File: src/rtl/mecanum_drive_command_mixer_unit_assert.svh
// ----------------------------------------------------------------------------
// Mecanum mixer assertion macros
// Shared concurrent check forms, sampled on i_clk and gated by i_rst_n.
// ----------------------------------------------------------------------------
`ifndef MECANUM_DRIVE_COMMAND_MIXER_UNIT_ASSERT_SVH
`define MECANUM_DRIVE_COMMAND_MIXER_UNIT_ASSERT_SVH

// Same-cycle implication check
`define MDCM_ASSERT_IMPLY(lbl, ante, cons, msg) \
    lbl: assert property (@(posedge i_clk) disable iff (!i_rst_n) \
        (ante) |-> (cons)) else $error(msg);

// Next-cycle implication check
`define MDCM_ASSERT_NEXT(lbl, ante, cons, msg) \
    lbl: assert property (@(posedge i_clk) disable iff (!i_rst_n) \
        (ante) |=> (cons)) else $error(msg);

`endif

File: src/rtl/mdcm_pkg.sv
// ----------------------------------------------------------------------------
// Mecanum mixer package
// Shared codes, limits, pipeline word types and the discrete motion table.
// ----------------------------------------------------------------------------
package mdcm_pkg;

    // Limits
    localparam int CMD_LIMIT   = 1000;
    localparam int DEAD_BAND   = 35;
    localparam int PWM_LIMIT   = 255;
    localparam logic [7:0] SPEED_RESET = 8'd180;

    // Reciprocal of 1000 for products up to 255000, exact after truncation
    localparam int RECIP_SHIFT = 28;
    localparam logic [18:0] RECIP_1000 = 19'd268436;

    // Quotient bits of the normalizing divider
    localparam int DIV_STEPS = 10;

    // Configuration register indexes
    localparam logic [1:0] CFG_SPEED  = 2'd0;
    localparam logic [1:0] CFG_LAYOUT = 2'd1;
    localparam logic [1:0] CFG_INVERT = 2'd2;

    // Request types
    localparam logic REQ_TWIST = 1'b0;

    // Bridge direction codes
    localparam logic [1:0] DIR_OFF = 2'd0;
    localparam logic [1:0] DIR_FWD = 2'd1;
    localparam logic [1:0] DIR_REV = 2'd2;

    // Drive modes
    localparam logic [1:0] MODE_STOP = 2'd0;
    localparam logic [1:0] MODE_DISC = 2'd1;
    localparam logic [1:0] MODE_VEL  = 2'd2;

    // Block reasons
    localparam logic [2:0] RSN_NONE  = 3'd0;
    localparam logic [2:0] RSN_ESTOP = 3'd1;
    localparam logic [2:0] RSN_BOTH  = 3'd2;
    localparam logic [2:0] RSN_FRONT = 3'd3;
    localparam logic [2:0] RSN_BACK  = 3'd4;

    // Motion codes
    localparam logic [3:0] MC_STOP    = 4'd0;
    localparam logic [3:0] MC_FWD     = 4'd1;
    localparam logic [3:0] MC_BACK    = 4'd2;
    localparam logic [3:0] MC_STR_L   = 4'd3;
    localparam logic [3:0] MC_STR_R   = 4'd4;
    localparam logic [3:0] MC_ROT_L   = 4'd5;
    localparam logic [3:0] MC_ROT_R   = 4'd6;
    localparam logic [3:0] MC_FWD_L   = 4'd7;
    localparam logic [3:0] MC_FWD_R   = 4'd8;
    localparam logic [3:0] MC_BACK_L  = 4'd9;
    localparam logic [3:0] MC_BACK_R  = 4'd10;

    // Shaped twist component, range +-1000
    typedef logic signed [10:0] t_cmd;

    // Per-word control carried along the pipe
    typedef struct packed {
        logic             twist;
        logic             norm;
        logic [1:0]       mode;
        logic [2:0]       reason;
        logic [3:0][1:0]  ddir;
    } t_meta;

    // One wheel lane: sign, magnitude, divider remainder and quotient
    typedef struct packed {
        logic        neg;
        logic [11:0] mag;
        logic [21:0] rem;
        logic [9:0]  quo;
    } t_lane;

    typedef struct packed {
        t_meta             meta;
        logic [11:0]       peak;
        t_lane [3:0]       lane;
    } t_work;

    // Wheel directions for a motion code, index 0 FL, 1 FR, 2 BL, 3 BR
    function automatic logic [3:0][1:0] motion_dirs(input logic opp, input logic [3:0] m);
        logic [3:0][1:0] d;
        d = {DIR_OFF, DIR_OFF, DIR_OFF, DIR_OFF};
        if (!opp) begin
            unique case (m)
                MC_FWD:    d = {DIR_FWD, DIR_FWD, DIR_FWD, DIR_FWD};
                MC_BACK:   d = {DIR_REV, DIR_REV, DIR_REV, DIR_REV};
                MC_STR_L:  d = {DIR_REV, DIR_FWD, DIR_FWD, DIR_REV};
                MC_STR_R:  d = {DIR_FWD, DIR_REV, DIR_REV, DIR_FWD};
                MC_ROT_L:  d = {DIR_FWD, DIR_REV, DIR_FWD, DIR_REV};
                MC_ROT_R:  d = {DIR_REV, DIR_FWD, DIR_REV, DIR_FWD};
                MC_FWD_L:  d = {DIR_OFF, DIR_FWD, DIR_FWD, DIR_OFF};
                MC_FWD_R:  d = {DIR_FWD, DIR_OFF, DIR_OFF, DIR_FWD};
                MC_BACK_L: d = {DIR_REV, DIR_OFF, DIR_OFF, DIR_REV};
                MC_BACK_R: d = {DIR_OFF, DIR_REV, DIR_REV, DIR_OFF};
                default:   d = {DIR_OFF, DIR_OFF, DIR_OFF, DIR_OFF};
            endcase
        end else begin
            unique case (m)
                MC_FWD:    d = {DIR_FWD, DIR_FWD, DIR_FWD, DIR_FWD};
                MC_BACK:   d = {DIR_REV, DIR_REV, DIR_REV, DIR_REV};
                MC_STR_L:  d = {DIR_REV, DIR_FWD, DIR_REV, DIR_FWD};
                MC_STR_R:  d = {DIR_FWD, DIR_REV, DIR_FWD, DIR_REV};
                MC_ROT_L:  d = {DIR_FWD, DIR_REV, DIR_FWD, DIR_REV};
                MC_ROT_R:  d = {DIR_REV, DIR_FWD, DIR_REV, DIR_FWD};
                MC_FWD_L:  d = {DIR_OFF, DIR_FWD, DIR_OFF, DIR_FWD};
                MC_FWD_R:  d = {DIR_FWD, DIR_OFF, DIR_FWD, DIR_OFF};
                MC_BACK_L: d = {DIR_OFF, DIR_REV, DIR_OFF, DIR_REV};
                MC_BACK_R: d = {DIR_REV, DIR_OFF, DIR_REV, DIR_OFF};
                default:   d = {DIR_OFF, DIR_OFF, DIR_OFF, DIR_OFF};
            endcase
        end
        return d;
    endfunction

endpackage

File: src/rtl/mdcm_div.sv
// ----------------------------------------------------------------------------
// Mecanum mixer normalizing divider
// Restoring division of |w|*1000 by the peak, one quotient bit per stage.
// ----------------------------------------------------------------------------
module mdcm_div (
    input  logic                 i_clk,
    input  logic                 i_rst_n,
    input  logic                 i_en,
    input  logic                 i_valid,
    input  mdcm_pkg::t_work      i_work,
    output logic                 o_valid,
    output mdcm_pkg::t_work      o_work
);
    import mdcm_pkg::*;

    logic  r_v [DIV_STEPS];
    t_work r_w [DIV_STEPS];

    for (genvar k = 0; k < DIV_STEPS; k++) begin : g_step
        localparam int BIT = DIV_STEPS - 1 - k;
        logic  src_v;
        t_work src_w;
        t_work n_w;
        logic [21:0] dvs;

        if (k == 0) begin : g_first
            assign src_v = i_valid;
            assign src_w = i_work;
        end else begin : g_next
            assign src_v = r_v[k-1];
            assign src_w = r_w[k-1];
        end

        // Try subtracting the shifted peak in every lane
        always_comb begin
            n_w = src_w;
            dvs = {10'd0, src_w.peak} << BIT;
            for (int i = 0; i < 4; i++) begin
                if (src_w.lane[i].rem >= dvs) begin
                    n_w.lane[i].rem      = src_w.lane[i].rem - dvs;
                    n_w.lane[i].quo[BIT] = 1'b1;
                end
            end
        end

        always_ff @(posedge i_clk) begin
            if (!i_rst_n) begin
                r_v[k] <= 1'b0;
            end else if (i_en) begin
                r_v[k] <= src_v;
            end
        end

        always_ff @(posedge i_clk) begin
            if (i_en) begin
                r_w[k] <= n_w;
            end
        end
    end

    assign o_valid = r_v[DIV_STEPS-1];
    assign o_work  = r_w[DIV_STEPS-1];

endmodule

File: config.mk
export PLATFORM = sky130hd
export DESIGN_NAME = mdcm_div
export DESIGN_NICKNAME = d
export VERILOG_FILES = /design/src/rtl/mecanum_drive_command_mixer_unit_assert.svh /design/src/rtl/mdcm_pkg.sv /design/src/rtl/mdcm_div.sv
export SDC_FILE = /design/constraint.sdc
export NUM_CORES = 2
export LEC_CHECK = 0
export BUFFER_PORTS_ARGS = -buffer_cell sky130_fd_sc_hd__buf_2
export CELL_PAD_IN_SITES_DETAIL_PLACEMENT = 2
export CELL_PAD_IN_SITES_GLOBAL_PLACEMENT = 2
export CORE_MARGIN = 1.5
export CORE_UTILIZATION = 45
export DETAILED_ROUTE_END_ITERATION = 10
export GPL_TIMING_DRIVEN = 0
export HOLD_SLACK_MARGIN = 0.08
export MAX_ROUTING_LAYER = met4
export PLACE_DENSITY_LB_ADDON = 0.1
export SYNTH_ARGS = -nofsm -noshare
export SYNTH_HDL_FRONTEND = slang
export SYNTH_SLANG_ARGS = --single-unit
File: constraint.sdc
create_clock -name i_clk -period 3.6 [get_ports i_clk]
set_clock_uncertainty 0.1 [all_clocks]
set_input_delay 0.36 -clock i_clk [delete_from_list [all_inputs] [get_ports i_clk]]
set_output_delay 0.36 -clock i_clk [all_outputs]
set_load 0.005 [all_outputs]
* Word-level counts from Yosys, hierarchy flattened *
Memories as Yosys holds them, arrays and structs flattened.
Cells that the tools add are included.
W data, S select, Z words.

word-level totals
  flip-flop bits (word level) = 0
  memory bits (writable) = 2080
  output and inout bits = 208
  word-level logic and storage cells = 183
  memories kept = 2

operators by class
  $add $sub $neg = 40
  order comparisons = 40
  mux-type cells = 91
  bitwise operators = 10

memories
  name  depth  bits a word  read ports  clocked after Yosys merged registers in  write ports  line            RTL
  r_w   10     207          10          0                                        10           mdcm_div.sv:17  t_work r_w [DIV_STEPS];
  r_v   10     1            10          0                                        10           mdcm_div.sv:16  logic r_v [DIV_STEPS];

operators with widths
  kind              number
  $mux W22          36
  $mux W23          4
  $ge A22 B12 Y1    4
  $ge A22 B13 Y1    4
  $ge A22 B14 Y1    4
  $ge A22 B15 Y1    4
  $ge A22 B16 Y1    4
  $ge A22 B17 Y1    4
  $ge A22 B18 Y1    4
  $ge A22 B19 Y1    4
  $ge A22 B20 Y1    4
  $ge A22 B21 Y1    4
  $sub A22 B12 Y22  4
  $sub A22 B13 Y22  4
  $sub A22 B14 Y22  4
  $sub A22 B15 Y22  4
  $sub A22 B16 Y22  4
  $sub A22 B17 Y22  4
  $sub A22 B18 Y22  4
  $sub A22 B19 Y22  4
  $sub A22 B20 Y22  4
  $sub A22 B21 Y22  4
  $mux W1           51
  $or A1 B1 Y1      10

* Longest topological paths before layout *
  depth in word-level cells = 4
  gate-level depth with buffers = 13

* Worst setup path after synthesis *
No wires, ideal clock.

  kind = flip-flop to flip-flop
  start point = memory r_w[2][151] (netlist name)
  end point = memory r_w[3][166] (netlist name), data pin
  setup time = 0.260 ns
  arrival = 2.931 ns
  setup slack = 0.309 ns
  stages on the path, launching flop included = 13
  buffers on the path = 1
  period minus slack after synthesis = 3.291 ns
  cell sequence = edfxtp_1 -> inv_1 -> ha_1 -> inv_1 -> fa_1 -> a21o_1 -> a21oi_1 -> o21ai_0 -> a2111o_1 -> a211oi_2 -> clkbuf_1 -> nor2_1 -> mux2_2

RTL lines
  element          line
  start, declared  mdcm_div.sv:17

==> flow_metrics.tcl <==
set metrics [dict create \
    drc 0 \
    status "finished with violations" \
    worstSkewPairLatency_ps 940 \
    coreArea_um2 210000 \
    crit_arrival_ps 4300 \
    syn_inst 6853 \
    cts_buffers 220 \
    synth_edf_count 2079 \
    initialDrtViolationCount 4672 \
    cts_max_level 4 \
    yosysUniqueCellTypes 89 \
    synthArstFlopShare_pct 0 \
    synth_commonest_cells "edfxtp_1, ha_1, nor2_1" \
    setup.worst_path.start_class "flip-flop" \
    yosys_most_used_dff "edfxtp_1" \
    clock.fmax_mhz 265 \
    crit_required_ps 4130 \
    gr-total-overflow 0 \
    power.leakage_nw 41.5 \
    vdd_drop_max_v 0.000437 \
    fillers 19200 \
    rsz0062_at_grt "yes" \
    drive_above_1_share_pct 16.5 \
    fin_ws_ps -167 \
    violations "setup timing" \
    finalPower_mw 84.2 \
    cp_max_fo 4 \
    period_share_pct 105 \
    cts_tree "built" \
    yosysTopAreaCell "edfxtp_1" \
    ys_ff_latch 2080 \
    dieArea_um2 214000 \
    avgRoutedWirePerCell_um 31.0 \
    cap_violations 0 \
    fin_util_pct 54.2 \
    ant_nets 0 \
    period_needed_ps 3770 \
    crit_type "reg2reg" \
    critPathCaptureType "flip-flop" \
    cts-root-buf "clkbuf_16" \
    grt_max_degree 192 \
    place_area_um2 101000 \
    antenna_found_initial 10 \
    clock_path_buffers 3 \
    dr.pass1.iters 7 \
    die_h_um 463 \
    initial_core_util_pct 45.4 \
    grt_usage_pct 31.8 \
    gp_congestion 0.881 \
    fin_hold_ws_ps 94.1 \
    chipWidth_um 463 \
    syn2layout_area_growth_pct 19.4 \
    regArea_um2 62400 \
    clock-sinks 2080 \
    grt_pass1_wl_mm 491 \
    power_density_nw_per_um2 741 \
    dp_cells 10100 \
    multiInputGateArea_um2 32100 \
    io_pins 419 \
    ys_seq_area_share_pct 65.6 \
    min_path_type "in2reg" \
    finalWirelength_mm 339 \
    grt_pass1_vias 71900 \
    path_clk_slew_ps 80 \
    slew_headroom_pct 14.3 \
    slew_violations 0 \
    synth.most_common_cell "edfxtp_1" \
    stdcell_area_um2 114000 \
    setup_violations 20 \
    synth_top_area_share_pct 65.6 \
    row_count 168 \
    hold_viol 0 \
    final_nets 8658 \
    hpwlAfterDp_mm 229 \
    synthTopCellsByArea "edfxtp_1, ha_1, xnor2_1, a21oi_1, xor2_1" \
    synth_nets 7584 \
    layoutNonFillerInstCount 10900 \
    via_per_inst 5.91 \
    io_buffer_count 418 \
    syn_area_um2 95100 \
    yosysWarnings 0 \
    worst_pin_slew_ps 1280 \
    synth_area_per_cell_um2 13.9 \
    via_count 64500 \
]
[logic make-up after synthesis]
group	Yosys count	share of synthesized area (%)
buffers and inverters	380	1.53
flip-flops	2080	65.6
XOR/XNOR	507	4.67
AO/OA/AOI/OAI	1452	9.70
AND/OR/NAND/NOR	1746	9.34
multiplexers	168	1.97
adder cells (fa/ha/maj)	520	7.15
[what timing repair did]
| item | in CTS | in global routing |
|---|---|---|
| setup buffers | 71 | 48 |
| pin swaps | 11 | 18 |
| setup endpoints to repair | 495 | 720 |
| hold buffers | 305 | 0 |
| gates cloned | 0 | 1 |
| hold endpoints to repair | 366 | 0 |
| gates resized for setup | 170 | 157 |
[sequential cells by signal (all words and copies together), names as in the netlist]
register	count
r_v	10
r_w	2070
[cell type report]
cell class	instances	area share, %
tap	2805	3.09
multi-input combinational	4393	28.2
timing repair buffer	855	5.75
clock inverter	156	1.46
buffer	103	0.486
clock buffer	250	4.95
sequential	2080	55.0
inverter	274	1.04
antenna	10	0.0220
[critical path: stages (launching register included)]
cell        delay, ps
edfxtp_1          430
clkinvlp_4        200
buf_4             170
buf_4             130
fa_1              520
a211oi_4          300
o21ai_0           260
nor2b_1           280
o211ai_1          430
nand2_1           140
xor2_1            160
mux2_2            330
[final timing paths]
| path | startpoint | endpoint | slack [ps] | cells after the start |
|---|---|---|---|---|
| min reg2reg | r_w[2][42]$_DFFE_PP_ | r_w[3][42]$_DFFE_PP_ | 290 | 0 |
| max | r_w[1][181]$_DFFE_PP_ | r_w[2][27]$_DFFE_PP_ | -170 | 11 |
| max reg2reg | r_w[1][181]$_DFFE_PP_ | r_w[2][27]$_DFFE_PP_ | -170 | 11 |
| min | i_work[0] | r_w[0][0]$_DFFE_PP_ | 90 | 2 |
[layer usage]
layer / GRT usage, % / part of all wire [%] / up-vias
met4: 21.9 / 8.5 / 0
met1: 32.0 / 35 / 32700
met2: 56.9 / 53 / 2252
met5: - / 0 / -
li1: - / - / 28400
met3: 4.30 / 4.0 / 1161
[cell usage in the layout (no fill, tap or decap), drive strengths merged, types with 66 or more instances in the layout]
cell type,instances
clkbuf,334
a21o,107
xnor2,282
nor2,437
nand3,93
xor2,225
nand2,406
nor3,129
edfxtp,2079
nand2b,120
nand4,73
nor4,83
clkinv,116
o21a,91
inv,239
nor2b,84
ha,480
dlygate4sd3,305
a21oi,419
o21ai,373
o31ai,66
buf,569
mux2,144
[stage by stage]
| stage | setup TNS (ps) | setup WS, ps |
|---|---|---|
| after floorplan | 0 | 309 |
| after global placement | - | -29280 |
| after detailed placement | -267820 | -1260 |
| after CTS | -964 | -160 |
| after global routing | -1770 | -213 |
| final | -1270 | -167 |
[power breakdown]
| part | switching (mW) | internal, mW | total (mW) |
|---|---|---|---|
| logic | 14.9 | 9.79 | 24.7 |
| clock network | 10.5 | 13.0 | 23.5 |
| registers | 3.57 | 32.3 | 35.9 |
(Power assumes the default switching activity.)
