$ cat src/rtl/mecanum_drive_command_mixer_unit_assert.svh
// ----------------------------------------------------------------------------
// Mecanum mixer assertion macros
// Shared concurrent check forms, sampled on i_clk and gated by i_rst_n.
// ----------------------------------------------------------------------------
`ifndef MECANUM_DRIVE_COMMAND_MIXER_UNIT_ASSERT_SVH
`define MECANUM_DRIVE_COMMAND_MIXER_UNIT_ASSERT_SVH

// Same-cycle implication check
`define MDCM_ASSERT_IMPLY(lbl, ante, cons, msg) \
    lbl: assert property (@(posedge i_clk) disable iff (!i_rst_n) \
        (ante) |-> (cons)) else $error(msg);

// Next-cycle implication check
`define MDCM_ASSERT_NEXT(lbl, ante, cons, msg) \
    lbl: assert property (@(posedge i_clk) disable iff (!i_rst_n) \
        (ante) |=> (cons)) else $error(msg);

`endif

$ cat src/rtl/mdcm_pkg.sv
// ----------------------------------------------------------------------------
// Mecanum mixer package
// Shared codes, limits, pipeline word types and the discrete motion table.
// ----------------------------------------------------------------------------
package mdcm_pkg;

    // Limits
    localparam int CMD_LIMIT   = 1000;
    localparam int DEAD_BAND   = 35;
    localparam int PWM_LIMIT   = 255;
    localparam logic [7:0] SPEED_RESET = 8'd180;

    // Reciprocal of 1000 for products up to 255000, exact after truncation
    localparam int RECIP_SHIFT = 28;
    localparam logic [18:0] RECIP_1000 = 19'd268436;

    // Quotient bits of the normalizing divider
    localparam int DIV_STEPS = 10;

    // Configuration register indexes
    localparam logic [1:0] CFG_SPEED  = 2'd0;
    localparam logic [1:0] CFG_LAYOUT = 2'd1;
    localparam logic [1:0] CFG_INVERT = 2'd2;

    // Request types
    localparam logic REQ_TWIST = 1'b0;

    // Bridge direction codes
    localparam logic [1:0] DIR_OFF = 2'd0;
    localparam logic [1:0] DIR_FWD = 2'd1;
    localparam logic [1:0] DIR_REV = 2'd2;

    // Drive modes
    localparam logic [1:0] MODE_STOP = 2'd0;
    localparam logic [1:0] MODE_DISC = 2'd1;
    localparam logic [1:0] MODE_VEL  = 2'd2;

    // Block reasons
    localparam logic [2:0] RSN_NONE  = 3'd0;
    localparam logic [2:0] RSN_ESTOP = 3'd1;
    localparam logic [2:0] RSN_BOTH  = 3'd2;
    localparam logic [2:0] RSN_FRONT = 3'd3;
    localparam logic [2:0] RSN_BACK  = 3'd4;

    // Motion codes
    localparam logic [3:0] MC_STOP    = 4'd0;
    localparam logic [3:0] MC_FWD     = 4'd1;
    localparam logic [3:0] MC_BACK    = 4'd2;
    localparam logic [3:0] MC_STR_L   = 4'd3;
    localparam logic [3:0] MC_STR_R   = 4'd4;
    localparam logic [3:0] MC_ROT_L   = 4'd5;
    localparam logic [3:0] MC_ROT_R   = 4'd6;
    localparam logic [3:0] MC_FWD_L   = 4'd7;
    localparam logic [3:0] MC_FWD_R   = 4'd8;
    localparam logic [3:0] MC_BACK_L  = 4'd9;
    localparam logic [3:0] MC_BACK_R  = 4'd10;

    // Shaped twist component, range +-1000
    typedef logic signed [10:0] t_cmd;

    // Per-word control carried along the pipe
    typedef struct packed {
        logic             twist;
        logic             norm;
        logic [1:0]       mode;
        logic [2:0]       reason;
        logic [3:0][1:0]  ddir;
    } t_meta;

    // One wheel lane: sign, magnitude, divider remainder and quotient
    typedef struct packed {
        logic        neg;
        logic [11:0] mag;
        logic [21:0] rem;
        logic [9:0]  quo;
    } t_lane;

    typedef struct packed {
        t_meta             meta;
        logic [11:0]       peak;
        t_lane [3:0]       lane;
    } t_work;

    // Wheel directions for a motion code, index 0 FL, 1 FR, 2 BL, 3 BR
    function automatic logic [3:0][1:0] motion_dirs(input logic opp, input logic [3:0] m);
        logic [3:0][1:0] d;
        d = {DIR_OFF, DIR_OFF, DIR_OFF, DIR_OFF};
        if (!opp) begin
            unique case (m)
                MC_FWD:    d = {DIR_FWD, DIR_FWD, DIR_FWD, DIR_FWD};
                MC_BACK:   d = {DIR_REV, DIR_REV, DIR_REV, DIR_REV};
                MC_STR_L:  d = {DIR_REV, DIR_FWD, DIR_FWD, DIR_REV};
                MC_STR_R:  d = {DIR_FWD, DIR_REV, DIR_REV, DIR_FWD};
                MC_ROT_L:  d = {DIR_FWD, DIR_REV, DIR_FWD, DIR_REV};
                MC_ROT_R:  d = {DIR_REV, DIR_FWD, DIR_REV, DIR_FWD};
                MC_FWD_L:  d = {DIR_OFF, DIR_FWD, DIR_FWD, DIR_OFF};
                MC_FWD_R:  d = {DIR_FWD, DIR_OFF, DIR_OFF, DIR_FWD};
                MC_BACK_L: d = {DIR_REV, DIR_OFF, DIR_OFF, DIR_REV};
                MC_BACK_R: d = {DIR_OFF, DIR_REV, DIR_REV, DIR_OFF};
                default:   d = {DIR_OFF, DIR_OFF, DIR_OFF, DIR_OFF};
            endcase
        end else begin
            unique case (m)
                MC_FWD:    d = {DIR_FWD, DIR_FWD, DIR_FWD, DIR_FWD};
                MC_BACK:   d = {DIR_REV, DIR_REV, DIR_REV, DIR_REV};
                MC_STR_L:  d = {DIR_REV, DIR_FWD, DIR_REV, DIR_FWD};
                MC_STR_R:  d = {DIR_FWD, DIR_REV, DIR_FWD, DIR_REV};
                MC_ROT_L:  d = {DIR_FWD, DIR_REV, DIR_FWD, DIR_REV};
                MC_ROT_R:  d = {DIR_REV, DIR_FWD, DIR_REV, DIR_FWD};
                MC_FWD_L:  d = {DIR_OFF, DIR_FWD, DIR_OFF, DIR_FWD};
                MC_FWD_R:  d = {DIR_FWD, DIR_OFF, DIR_FWD, DIR_OFF};
                MC_BACK_L: d = {DIR_OFF, DIR_REV, DIR_OFF, DIR_REV};
                MC_BACK_R: d = {DIR_REV, DIR_OFF, DIR_REV, DIR_OFF};
                default:   d = {DIR_OFF, DIR_OFF, DIR_OFF, DIR_OFF};
            endcase
        end
        return d;
    endfunction

endpackage

$ cat src/rtl/mdcm_scale.sv
// ----------------------------------------------------------------------------
// Mecanum mixer speed scaling and output stage
// Scales by motor speed, divides by 1000 and forms direction and duty.
// ----------------------------------------------------------------------------
module mdcm_scale (
    input  logic                 i_clk,
    input  logic                 i_rst_n,
    input  logic                 i_en,
    input  logic                 i_valid,
    input  mdcm_pkg::t_work      i_work,
    input  logic [7:0]           i_motor_speed,
    input  logic [3:0]           i_invert_mask,
    output logic                 o_valid,
    output logic [1:0]           o_fl_dir,
    output logic [7:0]           o_fl_pwm,
    output logic [1:0]           o_fr_dir,
    output logic [7:0]           o_fr_pwm,
    output logic [1:0]           o_bl_dir,
    output logic [7:0]           o_bl_pwm,
    output logic [1:0]           o_br_dir,
    output logic [7:0]           o_br_pwm,
    output logic [1:0]           o_drive_mode,
    output logic [2:0]           o_block_reason
);
    import mdcm_pkg::*;

    // Stage A: pick normalized or raw magnitude, multiply by speed
    logic             r_a_v;
    t_meta            r_a_meta;
    logic [3:0]       r_a_neg;
    logic [3:0][17:0] r_a_p;
    logic [3:0][9:0]  n_mag;

    always_comb begin
        for (int i = 0; i < 4; i++)
            n_mag[i] = i_work.meta.norm ? i_work.lane[i].quo : i_work.lane[i].mag[9:0];
    end

    always_ff @(posedge i_clk) begin
        if (!i_rst_n) begin
            r_a_v <= 1'b0;
        end else if (i_en) begin
            r_a_v <= i_valid;
        end
    end

    always_ff @(posedge i_clk) begin
        if (i_en) begin
            r_a_meta <= i_work.meta;
            for (int i = 0; i < 4; i++) begin
                r_a_neg[i] <= i_work.lane[i].neg;
                r_a_p[i]   <= 18'(n_mag[i]) * 18'(i_motor_speed);
            end
        end
    end

    // Stage B: divide by 1000 through the reciprocal
    logic             r_b_v;
    t_meta            r_b_meta;
    logic [3:0]       r_b_neg;
    logic [3:0][8:0]  r_b_q;
    logic [3:0][36:0] n_prod;

    always_comb begin
        for (int i = 0; i < 4; i++)
            n_prod[i] = 37'(r_a_p[i]) * 37'(RECIP_1000);
    end

    always_ff @(posedge i_clk) begin
        if (!i_rst_n) begin
            r_b_v <= 1'b0;
        end else if (i_en) begin
            r_b_v <= r_a_v;
        end
    end

    always_ff @(posedge i_clk) begin
        if (i_en) begin
            r_b_meta <= r_a_meta;
            r_b_neg  <= r_a_neg;
            for (int i = 0; i < 4; i++)
                r_b_q[i] <= n_prod[i][RECIP_SHIFT+8:RECIP_SHIFT];
        end
    end

    // Stage C: clamp, invert and form bridge codes
    logic [3:0][1:0] n_dir;
    logic [3:0][7:0] n_pwm;
    logic [7:0]      duty;

    always_comb begin
        for (int i = 0; i < 4; i++) begin
            duty = (r_b_q[i] > 9'(PWM_LIMIT)) ? 8'(PWM_LIMIT) : r_b_q[i][7:0];
            if (r_b_meta.twist) begin
                if (duty == 8'd0) begin
                    n_dir[i] = DIR_OFF;
                    n_pwm[i] = 8'd0;
                end else begin
                    n_dir[i] = (r_b_neg[i] ^ i_invert_mask[i]) ? DIR_REV : DIR_FWD;
                    n_pwm[i] = duty;
                end
            end else begin
                n_dir[i] = r_b_meta.ddir[i];
                n_pwm[i] = (r_b_meta.ddir[i] != DIR_OFF) ? i_motor_speed : 8'd0;
            end
        end
    end

    logic r_c_v;

    always_ff @(posedge i_clk) begin
        if (!i_rst_n) begin
            r_c_v <= 1'b0;
        end else if (i_en) begin
            r_c_v <= r_b_v;
        end
    end

    always_ff @(posedge i_clk) begin
        if (i_en) begin
            o_fl_dir       <= n_dir[0];
            o_fl_pwm       <= n_pwm[0];
            o_fr_dir       <= n_dir[1];
            o_fr_pwm       <= n_pwm[1];
            o_bl_dir       <= n_dir[2];
            o_bl_pwm       <= n_pwm[2];
            o_br_dir       <= n_dir[3];
            o_br_pwm       <= n_pwm[3];
            o_drive_mode   <= r_b_meta.mode;
            o_block_reason <= r_b_meta.reason;
        end
    end

    assign o_valid = r_c_v;

endmodule

$ cat config.mk
export PLATFORM = sky130hd
export DESIGN_NAME = mdcm_scale
export DESIGN_NICKNAME = d
export VERILOG_FILES = /design/src/rtl/mecanum_drive_command_mixer_unit_assert.svh /design/src/rtl/mdcm_pkg.sv /design/src/rtl/mdcm_scale.sv
export SDC_FILE = /design/constraint.sdc
export NUM_CORES = 2
export LEC_CHECK = 0
export ABC_CLOCK_PERIOD_IN_PS = 9400
export BUFFER_PORTS_ARGS = -buffer_cell sky130_fd_sc_hd__clkbuf_2
export CORE_ASPECT_RATIO = 0.6
export CORE_MARGIN = 4
export CORE_UTILIZATION = 65
export DETAILED_ROUTE_END_ITERATION = 12
export PLACE_DENSITY = 0.86
export SKIP_LAST_GASP = 1
export SYNTH_ARGS = -nofsm -noshare
export SYNTH_HDL_FRONTEND = slang
export SYNTH_SLANG_ARGS = --single-unit
$ cat constraint.sdc
create_clock -name i_clk -period 9.4 [get_ports i_clk]
set_input_delay 1.41 -clock i_clk [delete_from_list [all_inputs] [get_ports i_clk]]
set_output_delay 1.41 -clock i_clk [all_outputs]
set_load 0.02 [all_outputs]
# ---- After elaboration in Yosys (flattened, before gate mapping)
# Cells that the tools add are included.
dict set report word_totals {
  regBits 192
  in_bits 223
  out_inout_bits 46
}
dict set report op_classes {
  multipliers 8
  magnitude_cmp 4
  mux 32
  n_bitwise 4
  reduce_logical 8
}
# cell count
set ops {}
lappend ops {{18-bit by 17-bit multiplier with 35-bit output, second input constant} 4}
lappend ops {{8-bit 2-to-1 mux} 16}
lappend ops {{10-bit by 8-bit multiplier with 18-bit output} 4}
lappend ops {{10-bit 2-to-1 mux} 4}
lappend ops {{9-bit by 8-bit > comparator with 1-bit output, second input constant} 4}
lappend ops {{8-bit logical NOT} 4}
lappend ops {{2-bit 2-to-1 mux} 12}
lappend ops {{2-bit nonzero test} 4}
lappend ops {{1-bit XOR} 4}

# ---- Logic depth before layout (Yosys ltp)
dict set report logic_depth {
  depth_word 5
  mapped_depth 20
  depth_no_buf 18
}

# ---- Worst setup path before layout
# OpenSTA, ideal clock, no wires.
dict set report synth_path {
  path_kind {input to register}
  start {input port i_work[205] in the netlist's numbering}
  end {register r_a_p[71] in the netlist's numbering, data pin}
  setup_time_ps 256
  t_arrival_ps 6315
  setup_slack_ps 2830
  cell_stages 18
  n_path_buf 2
  path_cell_list {clkbuf_1 > clkbuf_1 > mux2i_1 > nor2b_1 > fa_1 > fa_1 > fa_1 > inv_1 > fa_1 > inv_1 > ha_1 > o21a_1 > o21a_1 > nand3_1 > a21oi_1 > or3_1 > a2111o_1 > o211a_1}
}
dict set report synth_between {
  elab_chain_len 2
}
# item line
set synth_rtl {}
lappend synth_rtl {{from (decl)} mdcm_scale.sv:10} ;# input mdcm_pkg::t_work i_work,
lappend synth_rtl {{10-bit 2-to-1 mux} mdcm_scale.sv:36} ;# n_mag[i] = i_work.meta.norm ? i_work.lane[i].quo : i_work.lane[i].mag[9:0];
lappend synth_rtl {{10-bit by 8-bit multiplier with 18-bit output} mdcm_scale.sv:52} ;# r_a_p[i] <= 18'(n_mag[i]) * 18'(i_motor_speed);
lappend synth_rtl {{to (signal, indexed assignment)} mdcm_scale.sv:52}
lappend synth_rtl {{to (decl)} mdcm_scale.sv:31} ;# logic [3:0][17:0] r_a_p;
# Every way passes these cells.
# A chain may end at the register's enable or synchronous reset.

# ---- Worst setup path after layout
dict set report layout_path {
  start {input port i_work[205] in the netlist's numbering}
  end {register r_a_p[51] in the netlist's numbering, data pin}
}
# The elaborated chain is that of the path after synthesis.

==> flow_summary.ini <==
[timing]
finalCriticalPeriod_ps = 6940
finalSetupViolCount = 0
tightest_slew_ps = 1110
slew_violations = 0
rsz0062_at_grt = no
max-slew-margin-rel_pct = 24.1
whs_ps = 424
clock_skew_ps = 14.2
finalSetupTns_ps = 0
hold_viol = 0
max_clock_freq_mhz = 144
finalCritPeriodShare_pct = 73.8

[cts]
clk_pin_slew_ps = 90
h-tree-depth = 4
cts_root_buf = clkbuf_16
insertion_delay_ps = 490
cts-resized-gates = 0
cts_tree = built
cts_buffers = 17
post_cts_buffers = 0
ctsHoldBuffers = 0
cts_buffer_depth = 2
clock_sinks = 192

[yosys]
ys_seq_elements = 192
synth_top_area_cell = ha_1
synth_edf_count = 189
synthTopCellsByArea = ha_1, fa_1, edfxtp_1
syn-instance-count = 3168
synth.distinct_cells = 74
synthesis.area_um2 = 32200
synthDominantCellAreaShare_pct = 28.3
ys_warn_count = 0
synth_seq_area_share_pct = 17.8
synth_nets = 4495
async_reset_ff_share_pct = 0
synth_flop_cell = edfxtp_1
syn-mean-instance-area_um2 = 10.2

[setup_path]
path_class = in -> reg
crit_top_cell = fa_1
r2r-end = r_b_q[33]
critPathLaunchType = input port
slowest_delay_ps = 880
r2r_cells = 18
crit_start = i_work[205]
crit_cells = 17
crit_family = adder cells
slowest_stage = mux2i_1
path_buf_inv = 4
path_cells = clkbuf_2 -> buf_4 -> mux2i_1 -> nor2b_1 -> fa_1 -> fa_1 -> inv_1 -> fa_1 -> fa_1 -> inv_1 -> ha_1 -> o21a_1 -> o21ai_0 -> a21oi_1 -> nor3_1 -> nor2_1 -> xor2_1
cp_max_fo = 21
cp-end-kind = register
r2r-start = r_a_p[60]
crit_arrival_ps = 7180
cp.required_ps = 9640
r2r_slack_ps = 3900

[drt]
dr.first_iter.drc_count = 1993
drc = 0
antenna_left = 0
avgViaCountPerCell = 5.72
first_pass_iters = 5
wl_per_cell_um = 18.5
vias = 22700
finalWirelength_mm = 73.6

[floorplan]
start_util_pct = 66.5
die_h_um = 180
die_w_um = 295
core_um2 = 48400
ios = 269
rows = 62
fp.dieArea_um2 = 53300

[cells_and_area]
drive_above_1_share_pct = 7.20
nNetsFinal = 4646
diodes = 0
area_growth_pct = 6.90

[grt]
overflow = 0
track_usage_pct = 28.6
grt_max_degree = 77
grt_pass1_vias = 23900
grt_pass1_wl_mm = 122
grt_antenna_before_repair = 1

[flow_run]
cap_viol_max_count = 0

[place]
hpwl_mm = 59.0
gp_congestion = 0.913
io_buffers = 160

[hold_path]
min_to = r_b_meta[0]
hold_start = r_a_meta[0]
hold_depth = 0
hold_path.class = reg -> reg

[run_status]
status = finished clean
==> cell type report <==
| class | count | area, um2 |
|---|---|---|
| clock buffer | 17 | 425 |
| clock inverter | 15 | 210 |
| fill | 3385 | 14000 |
| inverter | 703 | 2640 |
| multi-input combinational | 2223 | 23700 |
| sequential | 192 | 5740 |
| tap | 640 | 801 |
| timing repair buffer | 182 | 975 |
==> layer usage <==
layer,GRT usage [%],up-vias,wire [um],share of wire [%]
met2,44.7,904,32500,44
met3,6.31,151,6330,8.6
met1,40.5,10900,32700,44
met5,0,-,0,0
met4,8.33,0,2030,2.8
li1,-,10800,-,-
==> flip-flops by register name, summed over array words and instances, names as in the netlist, 3 cells and up <==
register and count:
r_b_q 36, r_a_meta 14, r_b_meta 14, o_fl_pwm 8, o_bl_pwm 8, o_block_reason 3
r_a_neg 4, r_b_neg 4, o_fr_pwm 8, r_a_p 72, o_br_pwm 8
==> kinds of logic after synthesis <==
group                      after synthesis  share of synthesized area, %
muxes                                   44                          1.38
and+or+nand+nor                        635                          10.9
buffers and inverters                  753                          8.77
AOI/OAI and AO/OA                      360                          7.31
DFF                                    192                          17.8
xor gates and xnor gates                80                          2.18
adders and majority gates             1104                          51.6
==> layout by cell type, fill, tap and decap left out, drive strengths merged, types with 24 or more instances in the layout <==
master,count
nand2b,56
clkbuf,177
xnor2,54
a21oi,133
nor3,30
xor2,26
nand3,28
inv,709
edfxtp,189
fa,376
and2,24
ha,728
a21o,24
nor2b,265
mux2i,40
o21ai,59
nor2,88
nand2,80
==> synth_stat cells (10+ instances only) <==
master and n:
o21a_1 12, xnor2_1 54, nand4_1 17, nand3_1 28, o211ai_1 10, nand2_1 80
ha_1 728, xor2_1 26, mux2i_1 40, o21ai_0 57, a211oi_1 19, a21o_1 24
nor2b_1 265, and2_1 23, a21oi_1 132, fa_1 376, nor2_1 88, clkbuf_1 45
inv_1 703, edfxtp_1 189, nand2b_1 56, nor3_1 30, and3_1 11
==> per-stage QoR <==
stage | instances | area, um2 | util [%] | setup slack [ps]
after floorplan | 3168 | 32200 | - | 2830
after global placement | 3940 | 33800 | 69.8 | 2090
after detailed placement | 3940 | 33800 | 69.8 | 2020
after CTS | 3972 | 34400 | 71.1 | 2520
after global routing | 3972 | 34400 | 71.1 | 2210
final | 3972 | 34400 | 71.1 | 2460
==> worst max path at each step <==
stage           endpoint
6_report       r_a_p[51]
5_1_grt        r_a_p[52]
4_1_cts        r_a_p[34]
3_5_place_dp   r_a_p[34]
3_3_place_gp   r_a_p[52]
2_1_floorplan  r_a_p[71]
Power is left out: the tool's default activity adds up to more than one toggle a clock period on the data nets, which glitch-free logic cannot reach.
