`src/rtl/mecanum_drive_command_mixer_unit_assert.svh`:
```
// ----------------------------------------------------------------------------
// Mecanum mixer assertion macros
// Shared concurrent check forms, sampled on i_clk and gated by i_rst_n.
// ----------------------------------------------------------------------------
`ifndef MECANUM_DRIVE_COMMAND_MIXER_UNIT_ASSERT_SVH
`define MECANUM_DRIVE_COMMAND_MIXER_UNIT_ASSERT_SVH

// Same-cycle implication check
`define MDCM_ASSERT_IMPLY(lbl, ante, cons, msg) \
    lbl: assert property (@(posedge i_clk) disable iff (!i_rst_n) \
        (ante) |-> (cons)) else $error(msg);

// Next-cycle implication check
`define MDCM_ASSERT_NEXT(lbl, ante, cons, msg) \
    lbl: assert property (@(posedge i_clk) disable iff (!i_rst_n) \
        (ante) |=> (cons)) else $error(msg);

`endif

```
`src/rtl/mdcm_pkg.sv`:
```
// ----------------------------------------------------------------------------
// Mecanum mixer package
// Shared codes, limits, pipeline word types and the discrete motion table.
// ----------------------------------------------------------------------------
package mdcm_pkg;

    // Limits
    localparam int CMD_LIMIT   = 1000;
    localparam int DEAD_BAND   = 35;
    localparam int PWM_LIMIT   = 255;
    localparam logic [7:0] SPEED_RESET = 8'd180;

    // Reciprocal of 1000 for products up to 255000, exact after truncation
    localparam int RECIP_SHIFT = 28;
    localparam logic [18:0] RECIP_1000 = 19'd268436;

    // Quotient bits of the normalizing divider
    localparam int DIV_STEPS = 10;

    // Configuration register indexes
    localparam logic [1:0] CFG_SPEED  = 2'd0;
    localparam logic [1:0] CFG_LAYOUT = 2'd1;
    localparam logic [1:0] CFG_INVERT = 2'd2;

    // Request types
    localparam logic REQ_TWIST = 1'b0;

    // Bridge direction codes
    localparam logic [1:0] DIR_OFF = 2'd0;
    localparam logic [1:0] DIR_FWD = 2'd1;
    localparam logic [1:0] DIR_REV = 2'd2;

    // Drive modes
    localparam logic [1:0] MODE_STOP = 2'd0;
    localparam logic [1:0] MODE_DISC = 2'd1;
    localparam logic [1:0] MODE_VEL  = 2'd2;

    // Block reasons
    localparam logic [2:0] RSN_NONE  = 3'd0;
    localparam logic [2:0] RSN_ESTOP = 3'd1;
    localparam logic [2:0] RSN_BOTH  = 3'd2;
    localparam logic [2:0] RSN_FRONT = 3'd3;
    localparam logic [2:0] RSN_BACK  = 3'd4;

    // Motion codes
    localparam logic [3:0] MC_STOP    = 4'd0;
    localparam logic [3:0] MC_FWD     = 4'd1;
    localparam logic [3:0] MC_BACK    = 4'd2;
    localparam logic [3:0] MC_STR_L   = 4'd3;
    localparam logic [3:0] MC_STR_R   = 4'd4;
    localparam logic [3:0] MC_ROT_L   = 4'd5;
    localparam logic [3:0] MC_ROT_R   = 4'd6;
    localparam logic [3:0] MC_FWD_L   = 4'd7;
    localparam logic [3:0] MC_FWD_R   = 4'd8;
    localparam logic [3:0] MC_BACK_L  = 4'd9;
    localparam logic [3:0] MC_BACK_R  = 4'd10;

    // Shaped twist component, range +-1000
    typedef logic signed [10:0] t_cmd;

    // Per-word control carried along the pipe
    typedef struct packed {
        logic             twist;
        logic             norm;
        logic [1:0]       mode;
        logic [2:0]       reason;
        logic [3:0][1:0]  ddir;
    } t_meta;

    // One wheel lane: sign, magnitude, divider remainder and quotient
    typedef struct packed {
        logic        neg;
        logic [11:0] mag;
        logic [21:0] rem;
        logic [9:0]  quo;
    } t_lane;

    typedef struct packed {
        t_meta             meta;
        logic [11:0]       peak;
        t_lane [3:0]       lane;
    } t_work;

    // Wheel directions for a motion code, index 0 FL, 1 FR, 2 BL, 3 BR
    function automatic logic [3:0][1:0] motion_dirs(input logic opp, input logic [3:0] m);
        logic [3:0][1:0] d;
        d = {DIR_OFF, DIR_OFF, DIR_OFF, DIR_OFF};
        if (!opp) begin
            unique case (m)
                MC_FWD:    d = {DIR_FWD, DIR_FWD, DIR_FWD, DIR_FWD};
                MC_BACK:   d = {DIR_REV, DIR_REV, DIR_REV, DIR_REV};
                MC_STR_L:  d = {DIR_REV, DIR_FWD, DIR_FWD, DIR_REV};
                MC_STR_R:  d = {DIR_FWD, DIR_REV, DIR_REV, DIR_FWD};
                MC_ROT_L:  d = {DIR_FWD, DIR_REV, DIR_FWD, DIR_REV};
                MC_ROT_R:  d = {DIR_REV, DIR_FWD, DIR_REV, DIR_FWD};
                MC_FWD_L:  d = {DIR_OFF, DIR_FWD, DIR_FWD, DIR_OFF};
                MC_FWD_R:  d = {DIR_FWD, DIR_OFF, DIR_OFF, DIR_FWD};
                MC_BACK_L: d = {DIR_REV, DIR_OFF, DIR_OFF, DIR_REV};
                MC_BACK_R: d = {DIR_OFF, DIR_REV, DIR_REV, DIR_OFF};
                default:   d = {DIR_OFF, DIR_OFF, DIR_OFF, DIR_OFF};
            endcase
        end else begin
            unique case (m)
                MC_FWD:    d = {DIR_FWD, DIR_FWD, DIR_FWD, DIR_FWD};
                MC_BACK:   d = {DIR_REV, DIR_REV, DIR_REV, DIR_REV};
                MC_STR_L:  d = {DIR_REV, DIR_FWD, DIR_REV, DIR_FWD};
                MC_STR_R:  d = {DIR_FWD, DIR_REV, DIR_FWD, DIR_REV};
                MC_ROT_L:  d = {DIR_FWD, DIR_REV, DIR_FWD, DIR_REV};
                MC_ROT_R:  d = {DIR_REV, DIR_FWD, DIR_REV, DIR_FWD};
                MC_FWD_L:  d = {DIR_OFF, DIR_FWD, DIR_OFF, DIR_FWD};
                MC_FWD_R:  d = {DIR_FWD, DIR_OFF, DIR_FWD, DIR_OFF};
                MC_BACK_L: d = {DIR_OFF, DIR_REV, DIR_OFF, DIR_REV};
                MC_BACK_R: d = {DIR_REV, DIR_OFF, DIR_REV, DIR_OFF};
                default:   d = {DIR_OFF, DIR_OFF, DIR_OFF, DIR_OFF};
            endcase
        end
        return d;
    endfunction

endpackage

```
`src/rtl/mdcm_front.sv`:
```
// ----------------------------------------------------------------------------
// Mecanum mixer front end
// Shapes the twist, applies the safety checks, mixes wheels and finds the peak.
// ----------------------------------------------------------------------------
module mdcm_front (
    input  logic                 i_clk,
    input  logic                 i_rst_n,
    input  logic                 i_en,
    input  logic                 i_valid,
    input  logic                 i_req_type,
    input  logic signed [15:0]   i_fwd_cmd,
    input  logic signed [15:0]   i_left_cmd,
    input  logic signed [15:0]   i_turn_cmd,
    input  logic [3:0]           i_motion_code,
    input  logic                 i_front_cliff,
    input  logic                 i_back_cliff,
    input  logic                 i_estop_latched,
    input  logic                 i_opposite_layout,
    input  logic [3:0]           i_invert_mask,
    output logic                 o_valid,
    output mdcm_pkg::t_work      o_work
);
    import mdcm_pkg::*;

    // Clamp to +-1000 and zero the deadband
    function automatic t_cmd shape(input logic signed [15:0] v);
        t_cmd r;
        if (v > 16'sd1000)
            r = 11'sd1000;
        else if (v < -16'sd1000)
            r = -11'sd1000;
        else if (v > -16'sd35 && v < 16'sd35)
            r = '0;
        else
            r = v[10:0];
        return r;
    endfunction

    // Stage 1: shaped command
    logic       r_s1_v;
    logic       r_s1_type;
    t_cmd       r_s1_f, r_s1_l, r_s1_c;
    logic [3:0] r_s1_m;
    logic       r_s1_fc, r_s1_bc, r_s1_es;

    always_ff @(posedge i_clk) begin
        if (!i_rst_n) begin
            r_s1_v <= 1'b0;
        end else if (i_en) begin
            r_s1_v <= i_valid;
        end
    end

    always_ff @(posedge i_clk) begin
        if (i_en) begin
            r_s1_type <= i_req_type;
            r_s1_f    <= shape(i_fwd_cmd);
            r_s1_l    <= shape(i_left_cmd);
            r_s1_c    <= shape(i_turn_cmd);
            r_s1_m    <= i_motion_code;
            r_s1_fc   <= i_front_cliff;
            r_s1_bc   <= i_back_cliff;
            r_s1_es   <= i_estop_latched;
        end
    end

    // Stage 2: safety decision and wheel mix
    t_meta                     n_meta;
    logic signed [3:0][12:0]   n_w;
    logic signed [12:0]        f13, l13, c13;
    logic [3:0][1:0]           tab;
    logic                      back_move, fwd_move;

    always_comb begin
        f13 = 13'(r_s1_f);
        l13 = 13'(r_s1_l);
        c13 = 13'(r_s1_c);
        if (!i_opposite_layout) begin
            n_w[0] = f13 - l13 - c13;
            n_w[1] = f13 + l13 + c13;
            n_w[2] = f13 + l13 - c13;
            n_w[3] = f13 - l13 + c13;
        end else begin
            n_w[0] = f13 + l13 - c13;
            n_w[1] = f13 - l13 + c13;
            n_w[2] = f13 + l13 - c13;
            n_w[3] = f13 - l13 + c13;
        end

        back_move = (r_s1_m == MC_BACK) || (r_s1_m == MC_BACK_L) || (r_s1_m == MC_BACK_R);
        fwd_move  = (r_s1_m == MC_FWD) || (r_s1_m == MC_FWD_L) || (r_s1_m == MC_FWD_R);
        tab = motion_dirs(i_opposite_layout, r_s1_m);

        n_meta = '0;
        n_meta.mode   = MODE_STOP;
        n_meta.reason = RSN_NONE;
        if (r_s1_type == REQ_TWIST) begin
            priority if (r_s1_es) begin
                n_meta.reason = RSN_ESTOP;
            end else if (r_s1_f == 0 && r_s1_l == 0 && r_s1_c == 0) begin
                n_meta.reason = RSN_NONE;
            end else if (r_s1_fc && r_s1_bc) begin
                n_meta.reason = RSN_BOTH;
            end else if (r_s1_fc && (r_s1_f >= 0 || r_s1_l != 0 || r_s1_c != 0)) begin
                n_meta.reason = RSN_FRONT;
            end else if (r_s1_bc && (r_s1_f <= 0 || r_s1_l != 0 || r_s1_c != 0)) begin
                n_meta.reason = RSN_BACK;
            end else begin
                n_meta.twist = 1'b1;
                n_meta.mode  = MODE_VEL;
            end
        end else begin
            priority if (r_s1_m != MC_STOP && r_s1_es) begin
                n_meta.reason = RSN_ESTOP;
            end else if (r_s1_m != MC_STOP && r_s1_fc && r_s1_bc) begin
                n_meta.reason = RSN_BOTH;
            end else if (r_s1_m != MC_STOP && r_s1_fc && !back_move) begin
                n_meta.reason = RSN_FRONT;
            end else if (r_s1_m != MC_STOP && r_s1_bc && !fwd_move) begin
                n_meta.reason = RSN_BACK;
            end else if (r_s1_m > MC_BACK_R || r_s1_m == MC_STOP) begin
                n_meta.mode = MODE_STOP;
            end else begin
                n_meta.mode = MODE_DISC;
                for (int i = 0; i < 4; i++) begin
                    if (i_invert_mask[i] && tab[i] == DIR_FWD)
                        n_meta.ddir[i] = DIR_REV;
                    else if (i_invert_mask[i] && tab[i] == DIR_REV)
                        n_meta.ddir[i] = DIR_FWD;
                    else
                        n_meta.ddir[i] = tab[i];
                end
            end
        end
    end

    logic               r_s2_v;
    t_meta              r_s2_meta;
    logic [3:0]         r_s2_neg;
    logic [3:0][11:0]   r_s2_mag;
    logic [3:0][12:0]   n_abs;

    always_comb begin
        for (int i = 0; i < 4; i++)
            n_abs[i] = n_w[i][12] ? 13'(-n_w[i]) : 13'(n_w[i]);
    end

    always_ff @(posedge i_clk) begin
        if (!i_rst_n) begin
            r_s2_v <= 1'b0;
        end else if (i_en) begin
            r_s2_v <= r_s1_v;
        end
    end

    always_ff @(posedge i_clk) begin
        if (i_en) begin
            r_s2_meta <= n_meta;
            for (int i = 0; i < 4; i++) begin
                r_s2_neg[i] <= n_w[i][12];
                r_s2_mag[i] <= n_abs[i][11:0];
            end
        end
    end

    // Stage 3: peak magnitude and scaled dividend
    logic [11:0] pk01, pk23, n_peak;
    t_work       n_work;

    always_comb begin
        pk01   = (r_s2_mag[0] > r_s2_mag[1]) ? r_s2_mag[0] : r_s2_mag[1];
        pk23   = (r_s2_mag[2] > r_s2_mag[3]) ? r_s2_mag[2] : r_s2_mag[3];
        n_peak = (pk01 > pk23) ? pk01 : pk23;
        n_work = '0;
        n_work.meta      = r_s2_meta;
        n_work.meta.norm = (n_peak > 12'(CMD_LIMIT));
        n_work.peak      = n_peak;
        for (int i = 0; i < 4; i++) begin
            n_work.lane[i].neg = r_s2_neg[i];
            n_work.lane[i].mag = r_s2_mag[i];
            // times 1000 = 1024 - 16 - 8
            n_work.lane[i].rem = ({10'd0, r_s2_mag[i]} << 10) - ({10'd0, r_s2_mag[i]} << 4)
                               - ({10'd0, r_s2_mag[i]} << 3);
            n_work.lane[i].quo = '0;
        end
    end

    logic  r_s3_v;
    t_work r_s3_work;

    always_ff @(posedge i_clk) begin
        if (!i_rst_n) begin
            r_s3_v <= 1'b0;
        end else if (i_en) begin
            r_s3_v <= r_s2_v;
        end
    end

    always_ff @(posedge i_clk) begin
        if (i_en) begin
            r_s3_work <= n_work;
        end
    end

    assign o_valid = r_s3_v;
    assign o_work  = r_s3_work;

endmodule

```
`config.mk`:
```
export PLATFORM = sky130hd
export DESIGN_NAME = mdcm_front
export DESIGN_NICKNAME = d
export VERILOG_FILES = /design/src/rtl/mecanum_drive_command_mixer_unit_assert.svh /design/src/rtl/mdcm_pkg.sv /design/src/rtl/mdcm_front.sv
export SDC_FILE = /design/constraint.sdc
export NUM_CORES = 1
export LEC_CHECK = 0
export CAP_MARGIN = 5
export CORE_MARGIN = 2
export CORE_UTILIZATION = 45
export DETAILED_ROUTE_END_ITERATION = 8
export DONT_BUFFER_PORTS = 1
export PLACE_DENSITY = 0.64
export SYNTH_ARGS = -nofsm -noshare
export SYNTH_HDL_FRONTEND = slang
export SYNTH_SLANG_ARGS = --single-unit
```
`constraint.sdc`:
```
create_clock -name i_clk -period 11.1 [get_ports i_clk]
set_input_delay 0.555 -clock i_clk [delete_from_list [all_inputs] [get_ports i_clk]]
set_output_delay 0.555 -clock i_clk [all_outputs]
set_load 0.05 [all_outputs]
```
After elaboration in Yosys (flattened, before gate mapping)
Memory sizes are Yosys's and may differ from the RTL's. A register that Yosys moved wholly into a read port is not among the register bits.
Index checks and enable logic that the tools add are counted.
{ "totals": {"ff_bits": 277, "mem_bits_ro": 256, "in_bits": 65, "out_inout_bits": 208, "elab_cells": 206, "mem_count": 2} }
{ "mem_list": {"columns": ["memory", "depth", "width", "rd", "rd_ports_with_merged_regs", "write_ports", "line", "text"], "rows": [
  ["(name not given)", 16, 8, 1, 1, 0, "mdcm_pkg.sv:89", "unique case (m)"],
  ["(name not given)", 16, 8, 1, 1, 0, "mdcm_pkg.sv:103", "unique case (m)"]
]} }
{ "op_classes": {"n_addsub": 18, "magnitude_cmp": 19, "n_eq_ne": 14, "mux": 46, "bitwise_logic": 1, "reduce_logical": 52} }
{ "op_table": {"columns": ["operator", "n"], "rows": [
  ["32-bit zero test", 3],
  ["22-bit by 15-bit subtractor with 22-bit output", 4],
  ["22-bit by 16-bit subtractor with 22-bit output", 4],
  ["12-bit 2-to-1 mux", 7],
  ["11-bit 2-to-1 mux", 6],
  ["32-bit nonzero test", 2],
  ["16-bit by 11-bit greater-than comparator with 1-bit output (second input constant)", 3],
  ["16-bit by 7-bit greater-than comparator with 1-bit output (second input constant)", 3],
  ["16-bit by 11-bit less-than comparator with 1-bit output (second input constant)", 3],
  ["16-bit by 7-bit less-than comparator with 1-bit output (second input constant)", 3],
  ["12-bit negator", 4],
  ["12-bit greater-than comparator", 3],
  ["7-bit OR reduction", 4],
  ["3-bit 2-to-1 mux", 9],
  ["12-bit by 11-bit adder with 13-bit output", 2],
  ["2-bit 2-to-1 mux", 13],
  ["26-bit 2-to-1 mux", 1],
  ["12-bit by 11-bit subtractor with 13-bit output", 2],
  ["1-bit logical AND", 22],
  ["11-bit by 11-bit adder with 12-bit output", 1],
  ["4-bit equality test (second input constant)", 3],
  ["12-bit by 10-bit greater-than comparator with 1-bit output (second input constant)", 1],
  ["11-bit by 11-bit subtractor with 12-bit output", 1],
  ["11-bit by 1-bit >= comparator with 1-bit output (second input constant)", 1],
  ["other kinds (20)", 45]
]} }

Longest topological paths before layout
{ "logic_depth": {"depth_word": 10, "mapped_depth": 22, "ltp_nobuf": 21} }

Worst setup path after synthesis
Ideal clock, no wire load.
{ "synth_path": {"kind": "flip-flop to flip-flop", "from": "register r_s2_mag, in the netlist n_work[78]", "to": "register r_s3_work, in the netlist o_work[205], data pin", "setup_ns": 0.257, "arrival_ns": 4.046, "required_ns": 10.843, "path_slack_ns": 6.797, "path_stages_with_launch": 21, "path_buffers": 2, "period_less_slack_ns": 4.303, "path_cell_list": "edfxtp_1 inv_1 ha_1 nor2b_1 o211ai_1 a211o_1 a21oi_2 buf_2 nor2_1 a21oi_1 inv_1 ha_1 nand4_1 a211o_1 o211ai_1 o31a_1 buf_2 mux2i_1 or3_1 a21oi_1 o21ai_1"} }
{ "synth_rtl": {"columns": ["element", "line", "text"], "rows": [
  ["start: declaration", "mdcm_front.sv:140", "logic [3:0][11:0] r_s2_mag;"],
  ["start signal: indexed assignment", "mdcm_front.sv:161", "r_s2_mag[i] <= n_abs[i][11:0];"],
  ["end signal: assignment", "mdcm_front.sv:201", "r_s3_work <= n_work;"],
  ["end: declaration", "mdcm_front.sv:189", "t_work r_s3_work;"]
]} }

==> summary.md <==
| Metric | Value |
|---|---|
| Status | complete, no violations |
| RSZ-0062 raised after global routing | false |
| Die Width | roughly 210 um |
| Antenna fix cells | 0 |
| Crit-path most repeated cell | o211ai_1 |
| Synth unique cells | 94 |
| Seq cells post-synth | 269 |
| Die Span Y | approximately 210 um |
| CTS max path bufs | 3 |
| Hold violation count in the final report | 0 |
| Die area | around 45000 sq um |
| Root Driver | clkbuf_16 |
| Worst-Margin Slew | between 0.9 and 1 ns |
| Fillers | 3920 |
| Final WS setup | between 5 and 6 ns |
| Non-filler instance count after layout | 2350 |
| R2r startpoint | n_work[78]$_DFFE_PP_ |
| Vias in the first global route | between 10000 and 15000 |
| Clock transition at path regs | around 0.06 ns |
| Nets | 2084 |
| GR Util met1 | 0.251 |
| Hold depth | 0 |
| Fin crit period | ~5.2 ns |
| Critical path fanouts, max | 18 |
| DR vias/cell | roughly 5.5 |
| Global-route wire length before repair | slightly below 70000 um |
| Slowest stage delay, CP | around 0.7 ns |
| Most used DFF post-synth | edfxtp_1 |
| Initial detailed-routing violation count | approximately 740 |
| Setup_tns | 0 ns |
| Worst setup endpoint | o_work[205]$_DFFE_PP_ |
| Placed insts | ~2300 |
| Data required time of the worst path | 11.43 ns |
| Critical Path End Type | register |
| Max Slew Vio Count | 0 |
| Vias | 12900 |
| Initial antenna violation count | 0 |
| Largest area contributor in the netlist | edfxtp_1 |
| Clock skew after layout | 0.0241 ns |
| Sinks on Clock Net | between 200 and 300 |
| Top delay family on crit path | compound AO/OA/AOI/OAI gates |
| Slowest cell on the critical path | a21oi_2 |
| Slew headroom | 0.348 |
| Top cell type's share of synthesized area | 0.397 |
| Largest net degree at the start of global routing | between 200 and 300 |
| Routability cong. | ~0.87 |
| Total setup buffers inserted after CTS | 0 |
| Port Buf Inserts | 0 |
| # hold bufs at CTS | 0 |
| Core Region | around 43000 sq um |
| Gr usage total | 0.191 |
| Drc violations | 0 |
| Starting density of the core | 0.453 |
| Most common cell in the netlist | edfxtp_1 |
| Skew-Pair Late Insertion Delay | 0.58 ns |
| Critical path buffers and inverters | 2 |
| Setup Crit Path Kind | register to register |
| Met3 usage | 0.0227 |
| DRT antenna net count | 0 |
| Met2 GRT Util | 0.330 |
| Area grow syn2layout | 6.90% |
| Share of cells above drive strength 1 | 0.0565 |
| Synth cell count leaders | 256 x edfxtp_1, 212 x ha_1, 152 x inv_1 |
| Syn Area/Cell | around 11 sq um |
| Cts repair resizes | 0 |
| Final setup vio count | 0 |
| GRT Max-Usage Layer | met2 |
| Critical Path Stages | 18 |
| Drt wl/cell | 18.2 um |
| Cell Chain, Critical Path | inv_1, ha_1, nor2b_1, o211ai_1, a211o_1, a21oi_2, mux2i_1, inv_1, ha_1, nor2b_1, o211ai_1, a211o_1, o211ai_1, o31a_1, mux2i_1, or3_1, a21oi_1, o21ai_1 |
| # IOs | roughly 270 |
| CP startpoint kind | register |
| Global route overflow | 0 |
| End of the worst register-to-register path | o_work[205]$_DFFE_PP_ |
| Hold WC Path Type | primary input to register |
| Cells after Synth | roughly 1800 |
| Max-cap violations | 0 |
| Highest clock rate | slightly below 200 MHz |
| R2R depth | 18 |
| Row Count | 76 |
| Synth Cell Area | around 19000 sq um |
| Setup slack at placement | a little under 6 ns |
| Final worst path period share | 0.469 |
| Reg2Reg Setup Slack | between 5 and 6 ns |
| Asr flop ratio synth | 0 |
| CTS H-tree lvls | 1 |
| Seq/Total Area, Yosys | 0.410 |
| Synth area leaders | edfxtp_1 40%, ha_1 14%, xnor2_1 5.8% |
| TritonCTS Buffers | 30 |
| Final HPWL from detailed placement | approximately 34000 um |
| DRT Pass-1 Iters | 5 |
| Final WL | roughly 43000 um |
| Worst Path Arrival | 5.53 ns |
| Yosys warnings | 0 |
| Post-synth EDFFs | 256 |
| CP startpoint | n_work[78]$_DFFE_PP_ |
| CTS tree | done |
==> how the worst min path moves through the flow <==
stage                                          from                    end
final                                 i_front_cliff      r_s1_fc$_DFFE_PP_
after global placement        n_work[202]$_DFFE_PP_  o_work[202]$_DFFE_PP_
after CTS                              i_back_cliff      r_s1_bc$_DFFE_PP_
after global routing                  i_front_cliff      r_s1_fc$_DFFE_PP_
after floorplan               r_s2_neg[2]$_DFFE_PP_  o_work[134]$_DFFE_PP_
after detailed placement  n_work[203]$_SDFFCE_PP0P_  o_work[203]$_DFFE_PP_
==> state kept, by name, indices dropped and copies added, names as in the netlist, named ones only <==
register   count
o_work       150
n_work        61
r_s1_c        11
r_s1_f        11
r_s1_l        11
r_s1_m         4
r_s2_neg       4
o_valid        1
r_s1_bc        1
r_s1_es        1
r_s1_fc        1
r_s1_type      1
r_s1_v         1
r_s2_v         1
tab            1
==> cell families after synthesis <==
logic type | Yosys count | synth area share
other cells | 1 | 0.000194
fa+ha+maj | 238 | 0.164
compound gates | 432 | 0.154
flops | 269 | 0.410
buf+inv | 251 | 0.0622
mux | 50 | 0.0285
simple gates | 382 | 0.105
xor+xnor | 170 | 0.0768
==> layout make-up <==
type | count | area (sq um) | share of cell area
clock inverters | 22 | 293 | 0.0141
multi-input cells | 1324 | 10400 | 0.503
well taps | 546 | 683 | 0.0330
repair buffers | 2 | 15.0 | 0.000725
inverters | 154 | 578 | 0.0279
clock buffers | 33 | 783 | 0.0378
flip-flops and latches | 269 | 7950 | 0.384
==> metrics by stage <==
stage / hold slack (ns) / cell area (sq um) / utilization
after detailed placement: 0.407 / 19600 / 0.459
after floorplan: 0.400 / 19600 / -
final: 0.0857 / 20700 / 0.484
after CTS: 0.0594 / 20700 / 0.484
after global placement: 0.402 / 19600 / 0.459
after global routing: 0.0638 / 20700 / 0.484
==> cell usage in the layout (no fill, tap or decap), drive strengths merged, types with 37 or more instances in the layout <==
| cell type | netlist | final |
|---|---|---|
| ha | 212 | 212 |
| nor2 | 102 | 102 |
| xnor2 | 128 | 128 |
| mux2i | 44 | 44 |
| nand2 | 63 | 63 |
| nor2b | 37 | 37 |
| xor2 | 42 | 42 |
| conb | 1 | 52 |
| edfxtp | 256 | 256 |
| inv | 153 | 154 |
| o21ai | 80 | 80 |
| a21oi | 118 | 118 |
| a21o | 49 | 49 |
==> metal layers <==
layer	vias up	wire length (um)
li1	6385	-
met1	6143	19300
met2	295	20800
met3	59	1640
met4	0	1090
met5	-	0
Power is left out: the tool's default activity adds up to more than one toggle a clock period on the data nets, which glitch-free logic cannot reach.
